[src/rtl/rsc_pkg.sv]
package rsc_pkg;

	localparam int VALUE_W         = 32;
	localparam int OP_W            = 3;
	localparam int ERR_W           = 3;
	localparam int OUT_DEPTH_W     = 8;
	localparam int STACK_DEPTH_DEF = 128;

	typedef enum logic [OP_W-1:0] {
		OP_INIT     = 3'd0,
		OP_PUSH     = 3'd1,
		OP_ADD      = 3'd2,
		OP_NEGATE   = 3'd3,
		OP_MULTIPLY = 3'd4,
		OP_POP      = 3'd5,
		OP_RELEASE  = 3'd6
	} op_t;

	typedef enum logic [ERR_W-1:0] {
		ERR_OK       = 3'd0,
		ERR_NOT_INIT = 3'd1,
		ERR_BINARY   = 3'd2,
		ERR_UNARY    = 3'd3,
		ERR_OVERFLOW = 3'd4,
		ERR_POP      = 3'd5,
		ERR_FULL     = 3'd6
	} err_t;

	typedef enum logic [1:0] {
		CELL_HOLD,
		CELL_FROM_PREV,
		CELL_FROM_NEXT
	} cell_cmd_t;

	typedef struct packed {
		logic                      ovf;
		logic signed [VALUE_W-1:0] result;
	} alu_out_t;

endpackage

[src/rtl/rsc_cell.sv]
module rsc_cell
	import rsc_pkg::*;
(
	input  logic                      clk,
	input  cell_cmd_t                 cmd,
	input  logic signed [VALUE_W-1:0] prev_value,
	input  logic signed [VALUE_W-1:0] next_value,
	output logic signed [VALUE_W-1:0] value
);

	logic signed [VALUE_W-1:0] value_q;

	// prev is the neighbor toward the top, next the one deeper down
	always_ff @(posedge clk) begin
		case (cmd)
			CELL_FROM_PREV: value_q <= prev_value;
			CELL_FROM_NEXT: value_q <= next_value;
			default:        value_q <= value_q;
		endcase
	end

	assign value = value_q;

endmodule

[config.mk]
export PLATFORM = sky130hd
export DESIGN_NAME = rsc_cell
export DESIGN_NICKNAME = d
export VERILOG_FILES = /design/src/rtl/rsc_pkg.sv /design/src/rtl/rsc_cell.sv
export SDC_FILE = /design/constraint.sdc
export NUM_CORES = 1
export LEC_CHECK = 0
export ABC_AREA = 1
export BUFFER_PORTS_ARGS = -buffer_cell sky130_fd_sc_hd__buf_2
export CAP_MARGIN = 20
export CORE_ASPECT_RATIO = 1.1
export CORE_MARGIN = 10
export CORE_UTILIZATION = 44
export DETAILED_ROUTE_END_ITERATION = 16
export PLACE_DENSITY = 0.9
export SLEW_MARGIN = 0
export SYNTH_ARGS = -nofsm -noshare
export SYNTH_HDL_FRONTEND = slang
export SYNTH_SLANG_ARGS = --single-unit
export TNS_END_PERCENT = 5
[constraint.sdc]
create_clock -name clk -period 2.65 [get_ports clk]
set_input_delay 0.6625 -clock clk [delete_from_list [all_inputs] [get_ports clk]]
set_output_delay 0.6625 -clock clk [all_outputs]
set_load 0.005 [all_outputs]
==> Yosys cells after proc, flatten, opt, wreduce, memory -nomap -nowiden <==
Index checks and enable logic that the tools add are counted.
{ "word_totals": {"input_bits": 67, "ff_bits": 32, "output_inout_bits": 32} }
{ "classes": {"reduce_logical": 1, "n_mux": 1, "n_eq_ne": 2} }
{ "op_table": {"columns": ["cell", "n"], "rows": [
  ["$pmux 32 s2", 1],
  ["$eq 2x1->1 const B", 1],
  ["$eq 2x2->1 const B", 1],
  ["$reduce_bool 2->1", 1]
]} }

==> Logic depth before layout (Yosys ltp) <==
{ "logic_depth": {"depth_word": 2, "depth_mapped": 7, "ltp_nobuf": 5} }

==> Least setup slack after synthesis <==
OpenSTA, ideal clock, no wires.
{ "synth_timing": {"path_kind": "input port to flip-flop", "startpoint": "input cmd[0]", "endpoint": "register value_q[0] (netlist: value[0]), enable pin", "path_slack_ns": 0.663, "stages": 3, "n_path_buf": 0, "t_arrival_ns": 1.601, "path_cell_list": "inv_1 ha_1 inv_1"} }
{ "synth_between": {"elab_chain_len": 2, "word_cells_on_any_way": 3} }
{ "synth_rtl": {"columns": ["item", "line", "text"], "rows": [
  ["start, declared", "rsc_cell.sv:5", "input cell_cmd_t cmd,"],
  ["$eq 2x2->1 or $eq 2x1->1 (tied branches)", "rsc_cell.sv:15", "case (cmd)"],
  ["$reduce_bool 2->1 (no line) *", null, null],
  ["end signal, assigned", "rsc_cell.sv:16", "CELL_FROM_PREV: value_q <= prev_value;"],
  ["end signal, assigned", "rsc_cell.sv:17", "CELL_FROM_NEXT: value_q <= next_value;"],
  ["end signal, assigned", "rsc_cell.sv:18", "default: value_q <= value_q;"],
  ["end, declared", "rsc_cell.sv:11", "logic signed [VALUE_W-1:0] value_q;"]
]} }
Every way passes the cells marked *; elsewhere a longest branch is shown, timed or not.
A chain may end at the register's enable or synchronous reset.

==> Worst setup path after layout <==
{ "layout_timing": {"startpoint": "input cmd[0]", "endpoint": "register value_q[7] (netlist: value[7]) (data pin)"} }
{ "layout_between": {"elab_chain_len": 2, "word_cells_on_any_way": 3} }
{ "layout_rtl": {"columns": ["item", "line"], "rows": [
  ["$eq 2x2->1 or $eq 2x1->1 (tied branches)", "rsc_cell.sv:15"],
  ["$pmux 32 s2 *", "rsc_cell.sv:15"]
]} }
Marks and branches as above.

==> qor.yml <==
outcome:
  status: "complete, no violations"
cts:
  cts_resized: 0
  postCtsSetupRepairBufs: 0
  htreeDepth: 2
  tritoncts: "yes"
  clkTransAtPathRegs_ps: 100
  cts_sinks: 32
  root_buffer: "clkbuf_4"
  clk_path_buf_depth: 2
  cts_buffers: 5
  hold_buffers: 0
route:
  firstDrtPassIters: 4
  viasPerCell: 4.52
  drc_errors: 0
  num_vias: 1239
  wl_um: 4100
  detail_route.wl_per_cell_um: 15.0
  drtIter0Drc: 69
  final_antenna_net_count: 0
power:
  powerDensity_nw_per_um2: 614
  p_leak_nw: 1.05
  p_total_mw: 1.23
  irDropWorstVdd_mv: 0.272
critical_path:
  cp_cell_sequence: "buf_2, inv_1, ha_1, buf_4, nand2_1, nand2_1"
  crit_path_max_incr_delay_ps: 510
  worst_path_most_repeated_cell: "nand2_1"
  critPathBufInv: 3
  startpoint_type: "input pin"
  crit_family: "adder cells"
  end_kind: "flop"
  crit_fanout: 21
  path_class: "input pin to flop"
  cp_data_arrival_time_ps: 1830
  cp_slowest_cell: "ha_1"
  critPathLaunch: "cmd[0]"
  cp.required_ps: 2840
floorplan:
  io_pins: 99
  row_count: 21
  die_h_um: 80.7
  die_x_um: 75.2
  initial_core_util_pct: 47.1
  core_area_um2: 3130
  dieArea_um2: 6060
sta:
  final.setup.tns_ps: 0
  post-route-period-util_pct: 61.9
  finalHoldViolCount: 0
  period_needed_ps: 1640
  relSlewSlack_pct: 62.0
  rsz0062_at_grt: "false"
  finalMaxSlewViolations: 0
  setup_viol: 0
  tightest_slew_ps: 569
  max_freq_mhz: 610
logic_synthesis:
  synthAdderAreaFrac_pct: 0.850
  netlist-cell-type-count: 9
  synth_edf_count: 32
  synth_area_um2: 1470
  ys_warn_count: 0
  yosysMostFrequentCell: "nand2_1"
  synth_common_cells: "nand2_1, edfxtp_1, nand2_2"
  synth_compound_area_share_pct: 0
  synthTopCellsByArea: "edfxtp_1, nand2_1, nand2_2"
  yosys-mux-area-fraction_pct: 0
  seq_area_frac_synth_pct: 65.3
  synth_seq_cells: 32
  syn_inst: 139
  avgSynthCellArea_um2: 10.6
  synth_flop_cell: "edfxtp_1"
  synth-async-reset-ratio_pct: 0
  synth_top_cell_area_share_pct: 65.3
  synth_xor_area_share_pct: 0
  syn_nets: 207
  synth_top_cell_by_area: "edfxtp_1"
  synth_top_family_by_area: "simple AND/OR/NAND/NOR gates"
  yosys.area_share.simple_pct: 26.2
place:
  port_buffers: 98
  globalplace.congestion: 0.772
  place_hpwl_um: 3290
worst_hold_path:
  hp-start: "prev_value[25]"
  min_path_cells: 3
  hold_class: "input pin to flop"
  hold_end: "value[25]$_DFFE_PP_"
layout:
  nNetsFinal: 307
  multi_input_area_um2: 398
  largest_reg_flops: 32
  drive_gt1_share_pct: 48.8
  diodes: 0
  seq_area_um2: 961
  fillers: 276
  area_growth_pct: 35.9
global_routing:
  track_usage_pct: 13.2
  grt_pass1_wl_um: 6070
  grt_pass1_vias: 1302
  grt_max_degree: 33
  antenna_found_initial: 0
  grt.busiest_layer: "met2"
  grtUsageMet1_pct: 12.2
  met2_usage_pct: 25.3
  grtUsageMet3_pct: 3.94
  grt_overflow: 0
job:
  drv_cap: 0
## area by class of cell
cell class	count	share of cell area [%]
Sequential cell	32	48.0
Timing Repair Buffer	100	25.3
Multi-Input combinational cell	97	19.9
Tap cell	34	2.13
Clock buffer	5	1.88
Clock inverter	3	1.88
Inverter	3	0.938
## power by group
| group | switching (mW) | internal, mW |
|---|---|---|
| Combinational | 0.114 | 0.102 |
| Clock | 0.157 | 0.193 |
| Sequential | 0.0176 | 0.645 |
| Total | 0.289 | 0.939 |
## logic make-up (layout without fill, tap and decap cells)
family | count (synthesis) | in the layout
flops | 32 | 32
fa+ha+maj | 1 | 1
simple gates | 96 | 96
buf+inv | 10 | 111
## how the worst max path moves through the flow
stage	cells after the start	end
finish	6	value[7]$_DFFE_PP_
CTS	6	value[7]$_DFFE_PP_
global placement	6	value[13]$_DFFE_PP_
detailed placement	6	value[7]$_DFFE_PP_
global route	6	value[6]$_DFFE_PP_
floorplan	3	value[0]$_DFFE_PP_
## metal layers
layer	vias up	share of wire [%]
li1	642	-
met1	527	33
met2	61	55
met3	9	9.5
met4	0	2.1
met5	-	0
## per-stage QoR
step / cell area (um2) / setup slack (ps) / utilization (%) / hold WS [ps] / cells
after floorplan: 1470 / 663 / - / 835 / 139
after global placement: 1930 / 714 / 61.6 / 925 / 266
after detailed placement: 1930 / 638 / 61.6 / 931 / 266
after CTS: 2000 / 979 / 64.0 / 588 / 274
after global routing: 2000 / 873 / 64.0 / 594 / 274
final: 2000 / 1010 / 64.0 / 600 / 274
## cells in the final DEF (no fill, tap or decap)
| master | synthesis | final |
|---|---|---|
| buf_4 | 0 | 2 |
| nand2_1 | 86 | 86 |
| ha_1 | 1 | 1 |
| inv_8 | 1 | 1 |
| buf_2 | 0 | 98 |
| clkinv_1 | 0 | 2 |
| nand2_2 | 10 | 10 |
| edfxtp_1 | 32 | 32 |
| inv_1 | 2 | 2 |
| bufinv_16 | 0 | 1 |
| clkbuf_4 | 0 | 5 |
Power figures use the tool's default switching activity.
