<file path="src/rtl/rsc_pkg.sv">
package rsc_pkg;

	localparam int VALUE_W         = 32;
	localparam int OP_W            = 3;
	localparam int ERR_W           = 3;
	localparam int OUT_DEPTH_W     = 8;
	localparam int STACK_DEPTH_DEF = 128;

	typedef enum logic [OP_W-1:0] {
		OP_INIT     = 3'd0,
		OP_PUSH     = 3'd1,
		OP_ADD      = 3'd2,
		OP_NEGATE   = 3'd3,
		OP_MULTIPLY = 3'd4,
		OP_POP      = 3'd5,
		OP_RELEASE  = 3'd6
	} op_t;

	typedef enum logic [ERR_W-1:0] {
		ERR_OK       = 3'd0,
		ERR_NOT_INIT = 3'd1,
		ERR_BINARY   = 3'd2,
		ERR_UNARY    = 3'd3,
		ERR_OVERFLOW = 3'd4,
		ERR_POP      = 3'd5,
		ERR_FULL     = 3'd6
	} err_t;

	typedef enum logic [1:0] {
		CELL_HOLD,
		CELL_FROM_PREV,
		CELL_FROM_NEXT
	} cell_cmd_t;

	typedef struct packed {
		logic                      ovf;
		logic signed [VALUE_W-1:0] result;
	} alu_out_t;

endpackage

</file>
<file path="src/rtl/rsc_alu.sv">
module rsc_alu
	import rsc_pkg::*;
(
	input  op_t                         op,
	input  logic signed [VALUE_W-1:0]   a,
	input  logic signed [VALUE_W-1:0]   b,
	input  logic signed [2*VALUE_W-1:0] prod,
	output alu_out_t                    res
);

	localparam logic signed [VALUE_W-1:0] MAX_V = {1'b0, {(VALUE_W-1){1'b1}}};
	localparam logic signed [VALUE_W-1:0] MIN_V = {1'b1, {(VALUE_W-1){1'b0}}};

	logic signed [VALUE_W:0]     sum;
	logic signed [VALUE_W:0]     neg;
	logic signed [2*VALUE_W-1:0] shifted;

	always_comb begin
		sum     = {a[VALUE_W-1], a} + {b[VALUE_W-1], b};
		neg     = -{a[VALUE_W-1], a};
		// arithmetic shift is floor division by 2^16
		shifted = prod >>> 16;
		res.ovf    = 1'b0;
		res.result = a;
		case (op)
			OP_ADD: begin
				if (sum[VALUE_W] != sum[VALUE_W-1]) begin
					res.ovf    = 1'b1;
					res.result = sum[VALUE_W] ? MIN_V : MAX_V;
				end else begin
					res.result = sum[VALUE_W-1:0];
				end
			end
			OP_NEGATE: begin
				if (neg[VALUE_W] != neg[VALUE_W-1]) begin
					res.ovf    = 1'b1;
					res.result = neg[VALUE_W] ? MIN_V : MAX_V;
				end else begin
					res.result = neg[VALUE_W-1:0];
				end
			end
			OP_MULTIPLY: begin
				if (shifted[2*VALUE_W-1:VALUE_W-1] != {(VALUE_W+1){shifted[VALUE_W-1]}}) begin
					res.ovf    = 1'b1;
					res.result = shifted[2*VALUE_W-1] ? MIN_V : MAX_V;
				end else begin
					res.result = shifted[VALUE_W-1:0];
				end
			end
			default: begin
				res.ovf    = 1'b0;
				res.result = a;
			end
		endcase
	end

endmodule

</file>
<file path="config.mk">
export PLATFORM = sky130hd
export DESIGN_NAME = rsc_alu
export DESIGN_NICKNAME = d
export VERILOG_FILES = /design/src/rtl/rsc_pkg.sv /design/src/rtl/rsc_alu.sv
export SDC_FILE = /design/constraint.sdc
export NUM_CORES = 1
export LEC_CHECK = 0
export ABC_AREA = 0
export BUFFER_PORTS_ARGS = -buffer_cell sky130_fd_sc_hd__buf_2
export CAP_MARGIN = 20
export CORE_ASPECT_RATIO = 1.1
export CORE_MARGIN = 5
export CORE_UTILIZATION = 36
export DETAILED_ROUTE_END_ITERATION = 7
export MAX_ROUTING_LAYER = met4
export PLACE_DENSITY_LB_ADDON = 0.15
export SLEW_MARGIN = 20
export SYNTH_ARGS = -nofsm -noshare
export SYNTH_HDL_FRONTEND = slang
export SYNTH_SLANG_ARGS = --single-unit
</file>
<file path="constraint.sdc">
create_clock -name vclk -period 4.5
set_input_delay 0.675 -clock vclk [all_inputs]
set_output_delay 0.675 -clock vclk [all_outputs]
set_load 0.1 [all_outputs]
</file>
Word-level counts from Yosys, hierarchy flattened --
Cells that the tools add are included.
Word-level totals: bits in registers 0, input bits 131, output and inout bits 33, logic and storage cells 18
Cells by class: add/subtract/negate cells 2, equal/unequal tests 6, multiplexer cells 10
Operator list (number):
- two-way mux 32 bit | 6
- one-hot mux 33 bit (3 select lines) | 1
- adder 32 x 32 -> 33 bit | 1
- negator 33 bit | 1
- != test 32 bit | 1
- == test 3 x 2 -> 1 bit (second input constant) | 2
- == test 3 bit (second input constant) | 1
- two-way mux 1 bit | 3
- != test 1 bit | 2

Depth between registers and ports, before layout --
depth after elaboration 4, gate-level depth with buffers 18, mapped depth without buffers 15

Least setup slack after synthesis --
Ideal clock, no wire load.
path type input port to output port, start point input port a[4], end point output port res[27] (netlist name), arrival time 5.444 ns, data required time 3.825 ns, setup slack -1.619 ns, cell stages on the path 16, buffers on the path 1, path through ha_1 -> nand3_1 -> o211ai_1 -> and3b_1 -> o2111ai_1 -> o2111ai_1 -> a21oi_1 -> o21bai_1 -> xor2_1 -> ha_1 -> inv_1 -> a21oi_1 -> o21ai_0 -> buf_4 -> inv_1 -> o21ai_0
RTL lines:
- start: declaration | line rsc_alu.sv:5 | input logic signed [VALUE_W-1:0] a,
- end: declaration | line rsc_alu.sv:8 | output alu_out_t res

==> results.cfg <==
[critical_path]
startpoint_type = input port
path_class = input port to primary output
endpoint_kind = primary output
arrival_ns = 4.07
crit_fanout = 6
required_ns = 3.83

[worst_hold_path]
whs_path_depth = 4
hold_path.class = input port to primary output
hp-start = prod[34]
holdPathEnd = res[18]

[floorplanning]
num_rows = 37
die_h_um = 113
dieArea_um2 = 11800
coreArea_um2 = 9440
start_util = 0.371
fp.dieW_um = 104
pin_count = 164

[final_layout]
area_growth_pct = 92.9
layout-drive-gt1-share = 0.494
design.seq.count = 0
layout.cells.non_filler = 929
seqCellArea_um2 = 0
antenna_cells = 0
clkbuf_count = 0
nFillCells = 760
final_nets = 983
fin_util = 0.715

[synth]
synth_area_leaders = ha_1 (13%), o21ai_0 (12%), xnor2_1 (8.0%)
syn_avg_cell_area_um2 = 6.35
synth_commonest_cells = o21ai_0 (87), nand2_1 (57), nor2_1 (49), a21oi_1 (41), ha_1 (37)
ys_types = 67
yosys_warnings = 0
syn_inst = 551
yosysMostFrequentCell = o21ai_0
syn-cell-area_um2 = 3500
synth_top_area_frac = 0.132
synth_fp_nets = 720
ys_seq_area_frac = 0
synth_top_cell_by_area = ha_1

[timing]
fmax_mhz = 211
setup_viol = 31
tightest_slew_ns = 0.829
slew-limit-headroom = 0.446
worst_slack_ns = -0.241
fin_crit_sh = 1.05
rsz0062_at_grt = yes
final_max_slew_viol_count = 0
hold_violations = 0
min_period_ns = 4.74

[routing]
viasPerCell = 5.82
drc = 0
drt_pass1_iterations = 5
wirelength_mm = 16.5
drt_iter0_drc = 357
wl_per_cell_um = 17.7
via_count = 5408
ant_nets = 0

[global_routing]
grt_max_degree = 30
grt.overflow.total = 0
antenna_found_initial = 0
grt_pass1_vias = 5570
grt_use_total = 0.263
grt_pass1_wl_mm = 26.0

[power]
power_mw = 1.37
ir_drop_mv = 0.227
power_density_nw_per_um2 = 203
leakagePower_nw = 2.89

[placement]
place_congestion = 0.914
post-place-cells = 912
numPortBuffers = 148
dp_hpwl_mm = 12.4

[status]
status = complete, but fails checks
violations = negative setup slack

[clock_tree]
ctsHoldBuffers = 0

[run]
cap_viol_max_count = 0
==> metal layers <==
layer / GRT usage / share of wire / vias to the layer above
met3: 0.0317 / 0.065 / 47
met5: - / 0 / -
li1: - / - / 2614
met2: 0.462 / 0.50 / 226
met1: 0.321 / 0.41 / 2521
met4: 0.0622 / 0.026 / 0
==> report_power, final <==
group	total (mW)	internal, mW	leakage (nW)	switching [mW]
clock	0	0	0	0
sequential	0	0	0	0
combinational	1.37	0.555	2.89	0.817
total	1.37	0.555	2.89	0.817
==> cell type report <==
| cell class | count | area (um^2) | share of cell area |
|---|---|---|---|
| Timing Repair Buffer | 287 | 2460 | 0.364 |
| Tap cell | 117 | 146 | 0.0217 |
| Multi-Input combinational cell | 510 | 4080 | 0.605 |
| Inverter | 15 | 66.3 | 0.00982 |
==> metrics by stage <==
| step | TNS, ns | setup slack [ns] | cell area [um^2] | hold WS (ns) |
|---|---|---|---|---|
| floorplan | -15.65 | -0.754 | 3920 | 1.64 |
| global route | -8.54 | -0.356 | 6750 | 1.85 |
| finish | -4.80 | -0.241 | 6750 | 1.82 |
| detailed placement | -9.54 | -0.388 | 6070 | 1.82 |
| CTS | -5.52 | -0.256 | 6370 | 1.82 |
| global placement | -8.49 | -0.378 | 6070 | 1.82 |
==> cells by family after synthesis <==
kind of cell,after synthesis,share of synthesized area
adders and majority gates,38,0.138
xor gates and xnor gates,52,0.130
muxes,1,0.00286
buffers and inverters,42,0.0511
AOI/OAI and AO/OA,210,0.371
and+or+nand+nor,208,0.307
==> timing repair <==
| item | CTS | global route |
|---|---|---|
| pin swaps | 38 | 43 |
| resized for setup | 60 | 78 |
| setup endpoints to repair | 32 | 32 |
| endpoints found under the hold margin | 0 | 0 |
| gates cloned | 3 | 3 |
| setup buffers | 5 | 7 |
==> placed cells by master (no fill, tap or decap), types with 3 or more instances in the layout <==
| cell | netlist | final |
|---|---|---|
| o211ai_1 | 6 | 6 |
| nor3b_2 | 0 | 3 |
| nand2_1 | 57 | 55 |
| nor4_1 | 7 | 7 |
| ha_1 | 37 | 31 |
| or4_4 | 2 | 3 |
| nor3_1 | 14 | 14 |
| or2_2 | 6 | 6 |
| nand3_1 | 9 | 8 |
| o21bai_1 | 6 | 6 |
| nor2_1 | 49 | 48 |
| a41oi_4 | 0 | 7 |
| o21ai_2 | 1 | 25 |
| a31oi_1 | 5 | 4 |
| or3_1 | 6 | 6 |
| buf_12 | 0 | 36 |
| a21oi_2 | 1 | 8 |
| a21o_1 | 15 | 15 |
| or4_1 | 4 | 3 |
| xor2_1 | 20 | 20 |
| and3_1 | 4 | 4 |
| xnor2_1 | 32 | 31 |
| ha_4 | 0 | 5 |
| buf_4 | 1 | 120 |
| o21ai_1 | 3 | 9 |
| buf_2 | 2 | 109 |
| inv_1 | 15 | 13 |
| o21ai_4 | 0 | 15 |
| a21oi_1 | 41 | 32 |
| buf_8 | 0 | 4 |
| o21ai_0 | 87 | 42 |
| a221oi_4 | 0 | 3 |
| buf_6 | 2 | 16 |
| nand4_1 | 23 | 23 |
==> worst max-delay path, stage by stage <==
cell and delay [ns]:
buf_6 0.10, ha_4 0.29, nand3_2 0.06, o211ai_1 0.26, and3b_2 0.29, o2111ai_4 0.17
o2111ai_2 0.27, a21oi_1 0.11, o21bai_1 0.23, xor2_1 0.28, ha_4 0.27, inv_4 0.07
a21oi_4 0.06, o21ai_4 0.16, clkbuf_16 0.24, o21ai_4 0.06, a41oi_4 0.25, buf_12 0.21
==> worst max-delay path by stage <==
stage / start / to / slack [ns]
finish: b[4] / res[3] / -0.24
global route: a[17] / res[27] / -0.36
CTS: a[17] / res[0] / -0.26
detailed placement: a[17] / res[27] / -0.39
global placement: a[10] / res[0] / -0.38
floorplan: a[4] / res[25] / -0.75
Note: power is estimated with default switching activity, not from simulation.
